$ cat src/hw/rtl/cell_balance_policy_top_defines.svh
// Assertion macros used by the cell balance policy top RTL.
`ifndef CELL_BALANCE_POLICY_TOP_DEFINES_SVH
`define CELL_BALANCE_POLICY_TOP_DEFINES_SVH

// Same-cycle implication, sampled on clk, off while in reset
`define CBP_ASSERT_IMPL(label, ante, cons, msg) \
    label: assert property (@(posedge clk) disable iff (!rst_n) (ante) |-> (cons)) else $error(msg);

// Next-cycle implication, sampled on clk, off while in reset
`define CBP_ASSERT_NEXT(label, ante, cons, msg) \
    label: assert property (@(posedge clk) disable iff (!rst_n) (ante) |=> (cons)) else $error(msg);

`endif

$ cat src/hw/rtl/cbp_pkg.sv
// Types and constants for the cell balance policy block.
package cbp_pkg;

    localparam int MASK_W     = 18;
    localparam int MV_W       = 13;
    localparam int RAW_W      = 16;
    localparam int SUM_W      = 17;
    localparam int IDX_W      = 5;
    localparam int CMD_W      = 3;
    localparam int FET_W      = 5;
    localparam int STAT_W     = 4;
    localparam int MODE_W     = 2;
    localparam int CFG_IDX_W  = 3;
    localparam int CFG_DATA_W = 18;

    // x / 10 == (x * 0xCCCD) >> 19 for any 16-bit x
    localparam logic [31:0] DIV10_MUL   = 32'd52429;
    localparam int          DIV10_SHIFT = 19;

    // register indexes
    localparam logic [CFG_IDX_W-1:0] REG_CELLS_PRESENT = 3'd0;
    localparam logic [CFG_IDX_W-1:0] REG_OPEN_LOW      = 3'd1;
    localparam logic [CFG_IDX_W-1:0] REG_OPEN_HIGH     = 3'd2;
    localparam logic [CFG_IDX_W-1:0] REG_MAX           = 3'd3;
    localparam logic [CFG_IDX_W-1:0] REG_MIN           = 3'd4;
    localparam logic [CFG_IDX_W-1:0] REG_VERY_LOW      = 3'd5;
    localparam logic [CFG_IDX_W-1:0] REG_TARGET_DELTA  = 3'd6;
    localparam logic [CFG_IDX_W-1:0] REG_HYST_LOW      = 3'd7;

    // register reset values
    localparam logic [MV_W-1:0] RST_OPEN_HIGH    = 13'd6553;
    localparam logic [MV_W-1:0] RST_MAX          = 13'd3500;
    localparam logic [MV_W-1:0] RST_MIN          = 13'd2600;
    localparam logic [MV_W-1:0] RST_VERY_LOW     = 13'd2550;
    localparam logic [MV_W-1:0] RST_TARGET_DELTA = 13'd3400;
    localparam logic [MV_W-1:0] RST_HYST_LOW     = 13'd3300;

    // FET bit positions
    localparam int FET_DUMP_BIT   = 0;
    localparam int FET_DUMP2_BIT  = 1;
    localparam int FET_HEATER_BIT = 2;
    localparam int FET_CHGR_BIT   = 3;
    localparam int FET_VLC_BIT    = 4;

    // status bit positions
    localparam int ST_OPEN_BIT = 0;
    localparam int ST_HIGH_BIT = 1;
    localparam int ST_LOW_BIT  = 2;
    localparam int ST_VLOW_BIT = 3;

    // mode bit positions
    localparam int MODE_RELAX_BIT = 0;
    localparam int MODE_TRIP_BIT  = 1;

    typedef struct packed {
        logic [MASK_W-1:0] cells_present;
        logic [MV_W-1:0]   open_low;
        logic [MV_W-1:0]   open_high;
        logic [MV_W-1:0]   max_mv;
        logic [MV_W-1:0]   min_mv;
        logic [MV_W-1:0]   very_low;
        logic [MV_W-1:0]   target_delta;
        logic [MV_W-1:0]   hyst_low;
    } cfg_t;

    typedef struct packed {
        logic [MV_W-1:0]   mv;
        logic              last;
        logic [CMD_W-1:0]  cmd_active;
        logic [CMD_W-1:0]  cmd_on;
        logic [CMD_W-1:0]  cmd_expired;
        logic              rb_active;
        logic [MASK_W-1:0] rb_mask;
        logic              test_req;
        logic              trip_req;
    } item_t;

    // per-cycle tracker values after the current cell is taken
    typedef struct packed {
        logic [SUM_W-1:0]  sum;
        logic [MV_W-1:0]   high_mv;
        logic [IDX_W-1:0]  high_idx;
        logic [MV_W-1:0]   low_mv;
        logic [IDX_W-1:0]  low_idx;
        logic [MASK_W-1:0] over;
        logic [MASK_W-1:0] below;
        logic [MASK_W-1:0] vlow;
        logic [MASK_W-1:0] bal;
        logic [STAT_W-1:0] status;
        logic [MASK_W-1:0] trip_set;
        logic [MASK_W-1:0] hyst_set;
    } cyc_t;

endpackage

$ cat src/hw/rtl/cell_balance_policy_top.sv
// Cell balance policy top: input register, cell trackers, decision and result register.
// A last-cell transaction passes from the input register into the result register, which raises out_valid.
// Throughput: one cell reading per cycle while in_stall is low; the input register to result
// register path is the only stage. A last-cell transaction waits in the input register while a
// previous result is stalled at the output.
// Reset: rst_n is asynchronous, active low; clears control state, loads config defaults.
`include "cell_balance_policy_top_defines.svh"

module cell_balance_policy_top #(
    parameter int NUM_CELLS = 18
) (
    input  logic                           clk,
    input  logic                           rst_n,
    input  logic                           cfg_we,
    input  logic [cbp_pkg::CFG_IDX_W-1:0]  cfg_index,
    input  logic [cbp_pkg::CFG_DATA_W-1:0] cfg_data,
    input  logic                           in_valid,
    output logic                           in_stall,
    input  logic [cbp_pkg::RAW_W-1:0]      cell_reading,
    input  logic                           last_cell,
    input  logic [cbp_pkg::CMD_W-1:0]      cmd_active_mask,
    input  logic [cbp_pkg::CMD_W-1:0]      cmd_on_mask,
    input  logic [cbp_pkg::CMD_W-1:0]      cmd_expired_mask,
    input  logic                           remote_balance_active,
    input  logic [cbp_pkg::MASK_W-1:0]     remote_balance_mask,
    input  logic                           discharge_test_request,
    input  logic                           trip_request,
    output logic                           out_valid,
    input  logic                           out_stall,
    output logic [cbp_pkg::MASK_W-1:0]     balance_mask,
    output logic [cbp_pkg::FET_W-1:0]      fet_bits,
    output logic [cbp_pkg::STAT_W-1:0]     pack_status,
    output logic [cbp_pkg::MODE_W-1:0]     mode_bits,
    output logic [cbp_pkg::SUM_W-1:0]      total_mv,
    output logic [cbp_pkg::MV_W-1:0]       high_mv,
    output logic [cbp_pkg::IDX_W-1:0]      high_index,
    output logic [cbp_pkg::MV_W-1:0]       low_mv,
    output logic [cbp_pkg::IDX_W-1:0]      low_index,
    output logic [cbp_pkg::MASK_W-1:0]     over_max_mask,
    output logic [cbp_pkg::MASK_W-1:0]     below_min_mask,
    output logic [cbp_pkg::MASK_W-1:0]     very_low_mask
);
    import cbp_pkg::*;

    cfg_t              cfg;
    cyc_t              cyc;
    item_t             in_item;
    item_t             s1_item_reg;
    logic              s1_valid_reg, s1_valid_next;
    logic              s1_go;
    logic              in_accept;
    logic [31:0]       div_prod;
    logic [MASK_W-1:0] trip_mask;
    logic              relax;

    // reading / 10 by reciprocal multiply, done ahead of the input register
    assign div_prod = 32'(cell_reading) * DIV10_MUL;

    always_comb
    begin
        in_item.mv          = div_prod[DIV10_SHIFT +: MV_W];
        in_item.last        = last_cell;
        in_item.cmd_active  = cmd_active_mask;
        in_item.cmd_on      = cmd_on_mask;
        in_item.cmd_expired = cmd_expired_mask;
        in_item.rb_active   = remote_balance_active;
        in_item.rb_mask     = remote_balance_mask;
        in_item.test_req    = discharge_test_request;
        in_item.trip_req    = trip_request;
    end

    // only a last-cell transaction needs the result register free
    assign s1_go     = s1_valid_reg && !(s1_item_reg.last && out_valid && out_stall);
    assign in_stall  = s1_valid_reg && !s1_go;
    assign in_accept = in_valid && !in_stall;

    always_comb
    begin
        if (in_accept)
        begin
            s1_valid_next = 1'b1;
        end
        else if (s1_go)
        begin
            s1_valid_next = 1'b0;
        end
        else
        begin
            s1_valid_next = s1_valid_reg;
        end
    end

    always_ff @(posedge clk or negedge rst_n)
    begin
        if (!rst_n)
        begin
            s1_valid_reg <= 1'b0;
        end
        else
        begin
            s1_valid_reg <= s1_valid_next;
        end
    end

    always_ff @(posedge clk)
    begin
        if (in_accept)
        begin
            s1_item_reg <= in_item;
        end
    end

    cbp_cfg_regs u_cfg (
        .clk       (clk),
        .rst_n     (rst_n),
        .cfg_we    (cfg_we),
        .cfg_index (cfg_index),
        .cfg_data  (cfg_data),
        .cfg       (cfg)
    );

    cbp_tracker #(
        .NUM_CELLS (NUM_CELLS)
    ) u_tracker (
        .clk       (clk),
        .rst_n     (rst_n),
        .go        (s1_go),
        .item      (s1_item_reg),
        .cfg       (cfg),
        .trip_mask (trip_mask),
        .relax     (relax),
        .cyc       (cyc)
    );

    cbp_policy u_policy (
        .clk            (clk),
        .rst_n          (rst_n),
        .go             (s1_go),
        .item           (s1_item_reg),
        .cfg            (cfg),
        .cyc            (cyc),
        .out_stall      (out_stall),
        .trip_mask      (trip_mask),
        .relax          (relax),
        .out_valid      (out_valid),
        .balance_mask   (balance_mask),
        .fet_bits       (fet_bits),
        .pack_status    (pack_status),
        .mode_bits      (mode_bits),
        .total_mv       (total_mv),
        .high_mv        (high_mv),
        .high_index     (high_index),
        .low_mv         (low_mv),
        .low_index      (low_index),
        .over_max_mask  (over_max_mask),
        .below_min_mask (below_min_mask),
        .very_low_mask  (very_low_mask)
    );

    `CBP_ASSERT_IMPL(a_mid_no_stall, s1_valid_reg && !s1_item_reg.last, !in_stall, "non-last cell stalled")
    `CBP_ASSERT_NEXT(a_last_gives_result, s1_go && s1_item_reg.last, out_valid, "last cell without result")
    `CBP_ASSERT_IMPL(a_result_source, $rose(out_valid), $past(s1_go && s1_item_reg.last), "result without last cell")
    `CBP_ASSERT_IMPL(a_open_shutdown, out_valid && pack_status[ST_OPEN_BIT], balance_mask == '0 && fet_bits == '0, "open wire with FETs on")
    `CBP_ASSERT_IMPL(a_relax_no_charge, out_valid && !pack_status[ST_OPEN_BIT] && mode_bits[MODE_RELAX_BIT], !fet_bits[FET_CHGR_BIT] && !fet_bits[FET_VLC_BIT], "charger on in relaxation")

endmodule

$ cat src/hw/rtl/cbp_cfg_regs.sv
// Configuration register file with write port.
module cbp_cfg_regs (
    input  logic                          clk,
    input  logic                          rst_n,
    input  logic                          cfg_we,
    input  logic [cbp_pkg::CFG_IDX_W-1:0]  cfg_index,
    input  logic [cbp_pkg::CFG_DATA_W-1:0] cfg_data,
    output cbp_pkg::cfg_t                  cfg
);
    import cbp_pkg::*;

    cfg_t            cfg_reg;
    cfg_t            cfg_next;
    logic [MV_W-1:0] data_mv;

    assign data_mv = cfg_data[MV_W-1:0];

    always_comb
    begin
        cfg_next = cfg_reg;
        if (cfg_we)
        begin
            case (cfg_index)
                REG_CELLS_PRESENT: cfg_next.cells_present = cfg_data[MASK_W-1:0];
                REG_OPEN_LOW:      cfg_next.open_low      = data_mv;
                REG_OPEN_HIGH:     cfg_next.open_high     = data_mv;
                REG_MAX:           cfg_next.max_mv        = data_mv;
                REG_MIN:           cfg_next.min_mv        = data_mv;
                REG_VERY_LOW:      cfg_next.very_low      = data_mv;
                REG_TARGET_DELTA:  cfg_next.target_delta  = data_mv;
                REG_HYST_LOW:      cfg_next.hyst_low      = data_mv;
                default:           cfg_next = cfg_reg;
            endcase
        end
    end

    always_ff @(posedge clk or negedge rst_n)
    begin
        if (!rst_n)
        begin
            cfg_reg.cells_present <= '0;
            cfg_reg.open_low      <= '0;
            cfg_reg.open_high     <= RST_OPEN_HIGH;
            cfg_reg.max_mv        <= RST_MAX;
            cfg_reg.min_mv        <= RST_MIN;
            cfg_reg.very_low      <= RST_VERY_LOW;
            cfg_reg.target_delta  <= RST_TARGET_DELTA;
            cfg_reg.hyst_low      <= RST_HYST_LOW;
        end
        else
        begin
            cfg_reg <= cfg_next;
        end
    end

    assign cfg = cfg_reg;

endmodule

$ cat src/hw/rtl/cbp_tracker.sv
// Per-cycle cell trackers: counter, sum, high/low, cycle masks and status.
module cbp_tracker #(
    parameter int NUM_CELLS = 18
) (
    input  logic                        clk,
    input  logic                        rst_n,
    input  logic                        go,
    input  cbp_pkg::item_t              item,
    input  cbp_pkg::cfg_t               cfg,
    input  logic [cbp_pkg::MASK_W-1:0]  trip_mask,
    input  logic                        relax,
    output cbp_pkg::cyc_t               cyc
);
    import cbp_pkg::*;

    localparam int CNT_W = $clog2(NUM_CELLS + 1);

    logic [CNT_W-1:0]  cnt_reg,    cnt_next;
    logic [SUM_W-1:0]  sum_reg;
    logic [MV_W-1:0]   high_reg;
    logic [IDX_W-1:0]  hidx_reg;
    logic [MV_W-1:0]   low_reg;
    logic [IDX_W-1:0]  lidx_reg;
    logic [MASK_W-1:0] over_reg;
    logic [MASK_W-1:0] below_reg;
    logic [MASK_W-1:0] vlow_reg;
    logic [MASK_W-1:0] bal_reg;
    logic [STAT_W-1:0] status_reg;
    cyc_t              cyc_next;

    logic              start;
    logic              in_range;
    logic [MASK_W-1:0] cell_bit;
    logic              present;
    logic              is_open;
    logic              good;
    logic              over;
    logic [IDX_W-1:0]  cell_idx;

    assign start    = (cnt_reg == '0);
    assign in_range = (cnt_reg < CNT_W'(NUM_CELLS)) && (int'(cnt_reg) < MASK_W);
    assign cell_bit = in_range ? (MASK_W'(1) << cnt_reg) : '0;
    assign present  = |(cell_bit & cfg.cells_present);
    assign is_open  = (item.mv <= cfg.open_low) || (item.mv > cfg.open_high);
    assign good     = present && !is_open;
    assign over     = item.mv > cfg.max_mv;
    assign cell_idx = IDX_W'(cnt_reg);

    always_comb
    begin
        // cycle start resets the trackers (low to open_high); index trackers hold
        cyc_next.sum      = start ? '0 : sum_reg;
        cyc_next.high_mv  = start ? '0 : high_reg;
        cyc_next.high_idx = hidx_reg;
        cyc_next.low_mv   = start ? cfg.open_high : low_reg;
        cyc_next.low_idx  = lidx_reg;
        cyc_next.over     = start ? '0 : over_reg;
        cyc_next.below    = start ? '0 : below_reg;
        cyc_next.vlow     = start ? '0 : vlow_reg;
        cyc_next.bal      = start ? '0 : bal_reg;
        cyc_next.status   = start ? '0 : status_reg;
        cyc_next.trip_set = '0;
        cyc_next.hyst_set = '0;

        if (present && is_open)
        begin
            cyc_next.status[ST_OPEN_BIT] = 1'b1;
        end

        if (good)
        begin
            if (item.mv > cyc_next.high_mv)
            begin
                cyc_next.high_mv  = item.mv;
                cyc_next.high_idx = cell_idx;
            end
            if (item.mv < cyc_next.low_mv)
            begin
                cyc_next.low_mv  = item.mv;
                cyc_next.low_idx = cell_idx;
            end
            if (over)
            begin
                cyc_next.over              = cyc_next.over | cell_bit;
                cyc_next.bal               = cyc_next.bal | cell_bit;
                cyc_next.trip_set          = cell_bit;
                cyc_next.status[ST_HIGH_BIT] = 1'b1;
            end
            // already tripped cells keep balancing above target in charge mode
            if ((item.mv > cfg.target_delta) && (|(trip_mask & cell_bit)) && !relax)
            begin
                cyc_next.bal = cyc_next.bal | cell_bit;
            end
            if (item.mv < cfg.hyst_low)
            begin
                cyc_next.hyst_set = cell_bit;
            end
            if (item.mv < cfg.min_mv)
            begin
                cyc_next.below              = cyc_next.below | cell_bit;
                cyc_next.status[ST_LOW_BIT] = 1'b1;
            end
            if (item.mv < cfg.very_low)
            begin
                cyc_next.vlow                = cyc_next.vlow | cell_bit;
                cyc_next.status[ST_VLOW_BIT] = 1'b1;
            end
            cyc_next.sum = cyc_next.sum + SUM_W'(item.mv);
        end
    end

    always_comb
    begin
        if (item.last)
        begin
            cnt_next = '0;
        end
        else if (cnt_reg < CNT_W'(NUM_CELLS))
        begin
            cnt_next = cnt_reg + CNT_W'(1);
        end
        else
        begin
            cnt_next = cnt_reg;
        end
    end

    always_ff @(posedge clk or negedge rst_n)
    begin
        if (!rst_n)
        begin
            cnt_reg    <= '0;
            sum_reg    <= '0;
            high_reg   <= '0;
            hidx_reg   <= '0;
            low_reg    <= RST_OPEN_HIGH;
            lidx_reg   <= '0;
            over_reg   <= '0;
            below_reg  <= '0;
            vlow_reg   <= '0;
            bal_reg    <= '0;
            status_reg <= '0;
        end
        else if (go)
        begin
            cnt_reg    <= cnt_next;
            sum_reg    <= cyc_next.sum;
            high_reg   <= cyc_next.high_mv;
            hidx_reg   <= cyc_next.high_idx;
            low_reg    <= cyc_next.low_mv;
            lidx_reg   <= cyc_next.low_idx;
            over_reg   <= cyc_next.over;
            below_reg  <= cyc_next.below;
            vlow_reg   <= cyc_next.vlow;
            bal_reg    <= cyc_next.bal;
            status_reg <= cyc_next.status;
        end
    end

    assign cyc = cyc_next;

endmodule

$ cat src/hw/rtl/cbp_policy.sv
// End-of-cycle decision: FET policy, trip/relaxation mode and result register.
module cbp_policy (
    input  logic                        clk,
    input  logic                        rst_n,
    input  logic                        go,
    input  cbp_pkg::item_t              item,
    input  cbp_pkg::cfg_t               cfg,
    input  cbp_pkg::cyc_t               cyc,
    input  logic                        out_stall,
    output logic [cbp_pkg::MASK_W-1:0]  trip_mask,
    output logic                        relax,
    output logic                        out_valid,
    output logic [cbp_pkg::MASK_W-1:0]  balance_mask,
    output logic [cbp_pkg::FET_W-1:0]   fet_bits,
    output logic [cbp_pkg::STAT_W-1:0]  pack_status,
    output logic [cbp_pkg::MODE_W-1:0]  mode_bits,
    output logic [cbp_pkg::SUM_W-1:0]   total_mv,
    output logic [cbp_pkg::MV_W-1:0]    high_mv,
    output logic [cbp_pkg::IDX_W-1:0]   high_index,
    output logic [cbp_pkg::MV_W-1:0]    low_mv,
    output logic [cbp_pkg::IDX_W-1:0]   low_index,
    output logic [cbp_pkg::MASK_W-1:0]  over_max_mask,
    output logic [cbp_pkg::MASK_W-1:0]  below_min_mask,
    output logic [cbp_pkg::MASK_W-1:0]  very_low_mask
);
    import cbp_pkg::*;

    typedef enum logic [1:0] {
        TRIP_IDLE = 2'd0,
        TRIP_REQ  = 2'd1,
        TRIP_DONE = 2'd2
    } trip_t;

    logic [MASK_W-1:0] trip_mask_reg, trip_mask_next;
    logic [MASK_W-1:0] hyst_reg,      hyst_next;
    logic              relax_reg,     relax_next;
    trip_t             tc_reg,        tc_next;
    logic [FET_W-1:0]  fet_reg,       fet_next;
    logic              test_reg,      test_next;
    logic [MODE_W-1:0] mode_reg,      mode_next;
    logic              out_valid_reg, out_valid_next;
    logic [MASK_W-1:0] bal;
    logic              dump2_off_cmd;
    logic              high_over;
    logic              load;

    logic [MASK_W-1:0] bal_reg;
    logic [FET_W-1:0]  fet_out_reg;
    logic [STAT_W-1:0] status_reg;
    logic [MODE_W-1:0] mode_out_reg;
    logic [SUM_W-1:0]  sum_reg;
    logic [MV_W-1:0]   high_reg;
    logic [IDX_W-1:0]  hidx_reg;
    logic [MV_W-1:0]   low_reg;
    logic [IDX_W-1:0]  lidx_reg;
    logic [MASK_W-1:0] over_reg;
    logic [MASK_W-1:0] below_reg;
    logic [MASK_W-1:0] vlow_reg;

    assign load      = go && item.last;
    assign high_over = cyc.high_mv > cfg.max_mv;

    always_comb
    begin
        tc_next        = item.trip_req ? TRIP_REQ : tc_reg;
        test_next      = test_reg | item.test_req;
        trip_mask_next = trip_mask_reg | cyc.trip_set;
        hyst_next      = hyst_reg | cyc.hyst_set;
        relax_next     = relax_reg;
        fet_next       = fet_reg;
        mode_next      = mode_reg;
        bal            = cyc.bal;
        dump2_off_cmd  = item.cmd_active[FET_DUMP2_BIT] && !item.cmd_expired[FET_DUMP2_BIT]
                         && !item.cmd_on[FET_DUMP2_BIT];

        if (item.last)
        begin
            // command bits share positions with dump, dump2, heater FETs
            for (int i = 0; i < CMD_W; i++)
            begin
                if (item.cmd_expired[i])
                begin
                    fet_next[i] = 1'b0;
                end
                else if (item.cmd_active[i])
                begin
                    fet_next[i] = item.cmd_on[i];
                end
            end

            if (cyc.status[ST_OPEN_BIT])
            begin
                fet_next = '0;
                bal      = '0;
            end
            else
            begin
                if (cyc.below != '0)
                begin
                    fet_next[FET_DUMP_BIT]   = 1'b0;
                    fet_next[FET_HEATER_BIT] = 1'b0;
                    tc_next                  = TRIP_IDLE;
                    if (!high_over)
                    begin
                        bal = '0;
                    end
                end
                if (high_over)
                begin
                    fet_next[FET_CHGR_BIT]  = 1'b0;
                    fet_next[FET_DUMP2_BIT] = 1'b0;
                end
                else
                begin
                    fet_next[FET_CHGR_BIT] = 1'b1;
                end
                if (trip_mask_next == '0)
                begin
                    if (!dump2_off_cmd)
                    begin
                        fet_next[FET_DUMP2_BIT] = 1'b1;
                    end
                end
                else
                begin
                    fet_next[FET_DUMP2_BIT] = 1'b0;
                end

                if (!relax_reg)
                begin
                    if ((trip_mask_next == cfg.cells_present) || (tc_next == TRIP_REQ))
                    begin
                        hyst_next  = '0;
                        relax_next = 1'b1;
                        bal        = '0;
                        fet_next   = '0;
                        if (tc_next == TRIP_REQ)
                        begin
                            tc_next = TRIP_DONE;
                        end
                    end
                end
                else
                begin
                    if (cyc.over != '0)
                    begin
                        bal = cyc.over;
                    end
                    else
                    begin
                        bal = item.rb_active ? item.rb_mask : '0;
                    end
                    if (test_next)
                    begin
                        fet_next[FET_DUMP2_BIT] = 1'b0;
                        fet_next[FET_CHGR_BIT]  = 1'b0;
                        fet_next[FET_VLC_BIT]   = 1'b0;
                        fet_next[FET_DUMP_BIT]  = 1'b1;
                    end
                    else
                    begin
                        fet_next[FET_CHGR_BIT] = 1'b0;
                        fet_next[FET_VLC_BIT]  = 1'b0;
                    end
                    if ((hyst_next != '0) || (tc_next == TRIP_IDLE))
                    begin
                        tc_next        = TRIP_DONE;
                        relax_next     = 1'b0;
                        trip_mask_next = '0;
                        test_next      = 1'b0;
                    end
                end
                mode_next[MODE_RELAX_BIT] = relax_next;
                mode_next[MODE_TRIP_BIT]  = (trip_mask_next != '0);
            end
        end
    end

    always_comb
    begin
        if (load)
        begin
            out_valid_next = 1'b1;
        end
        else if (out_stall)
        begin
            out_valid_next = out_valid_reg;
        end
        else
        begin
            out_valid_next = 1'b0;
        end
    end

    always_ff @(posedge clk or negedge rst_n)
    begin
        if (!rst_n)
        begin
            trip_mask_reg <= '0;
            hyst_reg      <= '0;
            relax_reg     <= 1'b0;
            tc_reg        <= TRIP_IDLE;
            fet_reg       <= '0;
            test_reg      <= 1'b0;
            mode_reg      <= '0;
            out_valid_reg <= 1'b0;
        end
        else
        begin
            out_valid_reg <= out_valid_next;
            if (go)
            begin
                trip_mask_reg <= trip_mask_next;
                hyst_reg      <= hyst_next;
                relax_reg     <= relax_next;
                tc_reg        <= tc_next;
                fet_reg       <= fet_next;
                test_reg      <= test_next;
                mode_reg      <= mode_next;
            end
        end
    end

    // result payload
    always_ff @(posedge clk)
    begin
        if (load)
        begin
            bal_reg      <= bal;
            fet_out_reg  <= fet_next;
            status_reg   <= cyc.status;
            mode_out_reg <= mode_next;
            sum_reg      <= cyc.sum;
            high_reg     <= cyc.high_mv;
            hidx_reg     <= cyc.high_idx;
            low_reg      <= cyc.low_mv;
            lidx_reg     <= cyc.low_idx;
            over_reg     <= cyc.over;
            below_reg    <= cyc.below;
            vlow_reg     <= cyc.vlow;
        end
    end

    assign trip_mask      = trip_mask_reg;
    assign relax          = relax_reg;
    assign out_valid      = out_valid_reg;
    assign balance_mask   = bal_reg;
    assign fet_bits       = fet_out_reg;
    assign pack_status    = status_reg;
    assign mode_bits      = mode_out_reg;
    assign total_mv       = sum_reg;
    assign high_mv        = high_reg;
    assign high_index     = hidx_reg;
    assign low_mv         = low_reg;
    assign low_index      = lidx_reg;
    assign over_max_mask  = over_reg;
    assign below_min_mask = below_reg;
    assign very_low_mask  = vlow_reg;

endmodule

$ cat config.mk
export PLATFORM = sky130hd
export DESIGN_NAME = cell_balance_policy_top
export DESIGN_NICKNAME = d
export VERILOG_FILES = /design/src/hw/rtl/cbp_pkg.sv /design/src/hw/rtl/cell_balance_policy_top.sv /design/src/hw/rtl/cbp_cfg_regs.sv /design/src/hw/rtl/cbp_tracker.sv /design/src/hw/rtl/cbp_policy.sv
export VERILOG_INCLUDE_DIRS = /design/src /design/src/hw/rtl
export SDC_FILE = /design/constraint.sdc
export NUM_CORES = 1
export LEC_CHECK = 0
export ABC_AREA = 1
export BUFFER_PORTS_ARGS = -buffer_cell sky130_fd_sc_hd__buf_2
export CORE_AREA = 2 2 222 224
export DETAILED_ROUTE_END_ITERATION = 7
export DIE_AREA = 0 0 224 226
export PLACE_DENSITY = 0.81
export SYNTH_ARGS = -nofsm -noshare
export SYNTH_HDL_FRONTEND = slang
export SYNTH_SLANG_ARGS = --single-unit
$ cat constraint.sdc
create_clock -name clk -period 6.3 [get_ports clk]
set_clock_uncertainty 0.1 [all_clocks]
set_input_delay 0.315 -clock clk [delete_from_list [all_inputs] [get_ports clk]]
set_output_delay 0.315 -clock clk [all_outputs]
set_load 0.1 [all_outputs]
==> run_results.csv <==
group,metric,value,unit
status,status,"complete, but fails checks",
status,violations,"design-rule violations",
setup_path,startpoint_type,"flip-flop",
layout,multiInputGateArea,14400,um^2
global_route,track_usage,32.1,%
power,p_seq_share,28.9,%
power,p_switching,7.04,mW
timing,hold_violations,0,
setup_path,reg2regPathDepth,31,
setup_path,cp-end-kind,"flip-flop",
power,internal_power,8.13,mW
cts,cts_tree,"yes",
yosys,ys.flop_type,"dfrtp_1",
global_route,first_global_vias,23400,
global_route,grt_pass1_wl,126000,um
yosys,yosysTopAreaCell,"dfrtp_1",
yosys,synth_top_family_by_area,"simple AND/OR/NAND/NOR gates",
die,die_area,50600,um^2
routing,finalWirelength,80100,um
timing,maxSlewViolCount,0,
power,power,15.2,mW
timing,setup_viol,0,
global_route,antenna_found_initial,4,
power,power_frac_clock,19.2,%
yosys,netlist_instances,3452,
yosys,synth.cell_area,29700,um^2
place,gp_congestion,0.965,
routing,routed_via_density,5.64,
timing,tns,0,ps
power,combPwrFrac,52.0,%
yosys,yosysMostFrequentCell,"nand2_1",
yosys,yosysWarningCount,0,
global_route,overflow,0,
setup_path,cp.arrival,6060,ps
power,switching_share,46.4,%
routing,vias,24500,
yosys,yosys-top-cells-area,"dfrtp_1 (21%), edfxtp_1 (18%), ha_1 (12%)",
routing,routedWlPerCell,18.4,um
yosys,ys_types,64,
yosys,async_reset_ff_share,61.9,%
timing,timing.slew.headroom,19.9,%
yosys,seq_area_frac_synth,43.0,%
cts,clockRootBuffer,"clkbuf_16",
yosys,synth-xor-area-share,0.944,%
yosys,synth-seq-cells,472,
timing,tightest_slew,1200,ps
hold_path,min_path_cells,5,
yosys,syn-num-nets,3883,
yosys,synth_top_cells_by_count,"nand2_1 (894), inv_1 (532), o21ai_0 (304), ha_1 (276), dfrtp_1 (248)",
routing,drcViolationCount,18,
setup_path,crit_fanout,20,
yosys,muxShareOfSynthArea,0.0379,%
yosys,synthSimpleGateAreaFrac,20.1,%
routing,dr.pass1.iters,8,
yosys,syn_avg_cell_area,8.60,um^2
power,powerDensity,454,nW/um^2
timing,rsz0062_at_grt,"no",
yosys,synthAdderAreaFrac,17.2,%
layout,syn2layout_area_growth,12.5,%
yosys,synth_compound_area_share,10.1,%
layout,largest_reg_flops,109,
setup_path,cp_common_cell,"nand2_1",
cts,cts_buffers,48,
routing,drtAntennaViolNets,0,
setup_path,reg2reg_slack,480,ps
timing,max_clock_freq,0.172,GHz
layout,ff_latch_area,12800,um^2
die,die_x,224,um
yosys,synth_top_area_share,20.9,%
cts,cts.htree.levels,2,
place,io_buffers,210,
global_route,grt_max_degree,129,
yosys,synth_edf_count,180,
flow_run,cap_violations,0,
cts,cts.sinks,472,
die,dieHeight,226,um
power,peakVddDrop,0.000254,V
layout,fillers,3726,
die,start_util,61.4,%
timing,period_share,92.4,%
timing,min_period,5820,ps
die,core,48300,um^2
cts,cts_setup_buffers,0,
setup_path,cpPeakStageDelay,430,ps
power,p_leak,16.5,nW
layout,layout-drive-gt1-share,12.0,%
setup_path,crit_required,6540,ps
place,dpl.hpwl,58000,um
hold_path,min_path_type,"input port to flip-flop",
cts,clock_latency,600,ps
cts,clk_pin_slew,60,ps
die,io_pins,211,
die,num_rows,81,
routing,drt_iter0_drc,2754,
setup_path,path_class,"flip-flop to flip-flop",
cts,clock_path_buffers,3,
layout,final_nets,4113,
setup_path,slowest_stage,"dfrtp_1",
-- through the flow --
step | hold slack (ps) | utilization (%) | cells | instance area, um^2 | worst slack (ps)
after detailed placement | 360 | 64.7 | 4202 | 31300 | 583
after floorplan | -80.6 | - | 3452 | 29700 | 700
after global routing | 115 | 69.1 | 4345 | 33400 | 28.5
after global placement | 356 | 64.7 | 4202 | 31300 | 820
final | 76.8 | 69.1 | 4345 | 33400 | 480
after CTS | 74.8 | 69.1 | 4341 | 33400 | 545
-- power by group through the flow --
| stage | Combinational (mW) | Sequential (mW) | Clock [mW] |
|---|---|---|---|
| floorplan | 5.05 | 5.09 | 0 |
| global placement | 7.55 | 4.39 | 0 |
| detailed placement | 7.71 | 4.41 | 0 |
| CTS | 7.80 | 4.36 | 2.93 |
| global route | 8.80 | 4.42 | 3.05 |
| finish | 7.88 | 4.38 | 2.91 |
-- worst paths after layout --
kind / start / endpoint
min reg2reg: u_policy.hyst_reg[16]$_DFFE_PN0P_ / u_policy.hyst_reg[16]$_DFFE_PN0P_
max in group asynchronous: rst_n / u_tracker.vlow_reg[14]$_DFFE_PN0P_
max reg2reg: u_tracker.cell_idx[0]$_DFFE_PN0P_ / u_policy.balance_mask[1]$_DFFE_PP_
max: u_tracker.cell_idx[0]$_DFFE_PN0P_ / u_policy.balance_mask[1]$_DFFE_PP_
min in group asynchronous: rst_n / u_cfg.cfg[12]$_DFFE_PN0P_
min: cfg_index[2] / u_cfg.cfg[2]$_DFFE_PN1P_
-- kinds of logic after synthesis --
group / Yosys count
compound gates: 544
xor+xnor: 32
fa+ha+maj: 358
buf+inv: 657
flops: 472
mux: 1
simple gates: 1388
-- critical path: cells and delay by family, from the launching register on --
| family | cells | cell delay [ps] |
|---|---|---|
| AOI/OAI and AO/OA | 11 | 1800 |
| buffers and inverters | 4 | 570 |
| DFF | 1 | 430 |
| and+or+nand+nor | 13 | 1780 |
| adders and majority gates | 3 | 880 |
-- what timing repair did --
item                      4_1_cts  5_1_grt
hold buffers                   51        0
resized for setup               0        0
hold endpoints to repair      134        0
-- metal layers --
metal	track usage (%)	part of all wire, %	wire, um
met1	42.8	41	32800
met2	51.0	46	36800
met3	7.23	8.9	7140
met4	13.0	4.1	3320
met5	0	0	0
-- cell type report --
class / instances / area share (%)
Sequential cell: 472 / 38.2
Multi-Input combinational cell: 2323 / 43.1
Clock inverter: 23 / 0.655
Inverter: 543 / 6.15
Clock buffer: 65 / 4.09
Antenna cell: 3 / 0.0225
Tap cell: 622 / 2.33
Timing Repair Buffer: 294 / 5.49
-- cell usage in the layout, fill, tap and decap left out, types with 132 or more instances in the layout --
cell	n
nand3_1	132
buf_2	209
a21oi_1	132
dfrtp_1	248
nor2_1	214
nand2_1	892
o21ai_0	304
ha_1	276
edfxtp_1	180
inv_1	530
(Power assumes the default switching activity.)
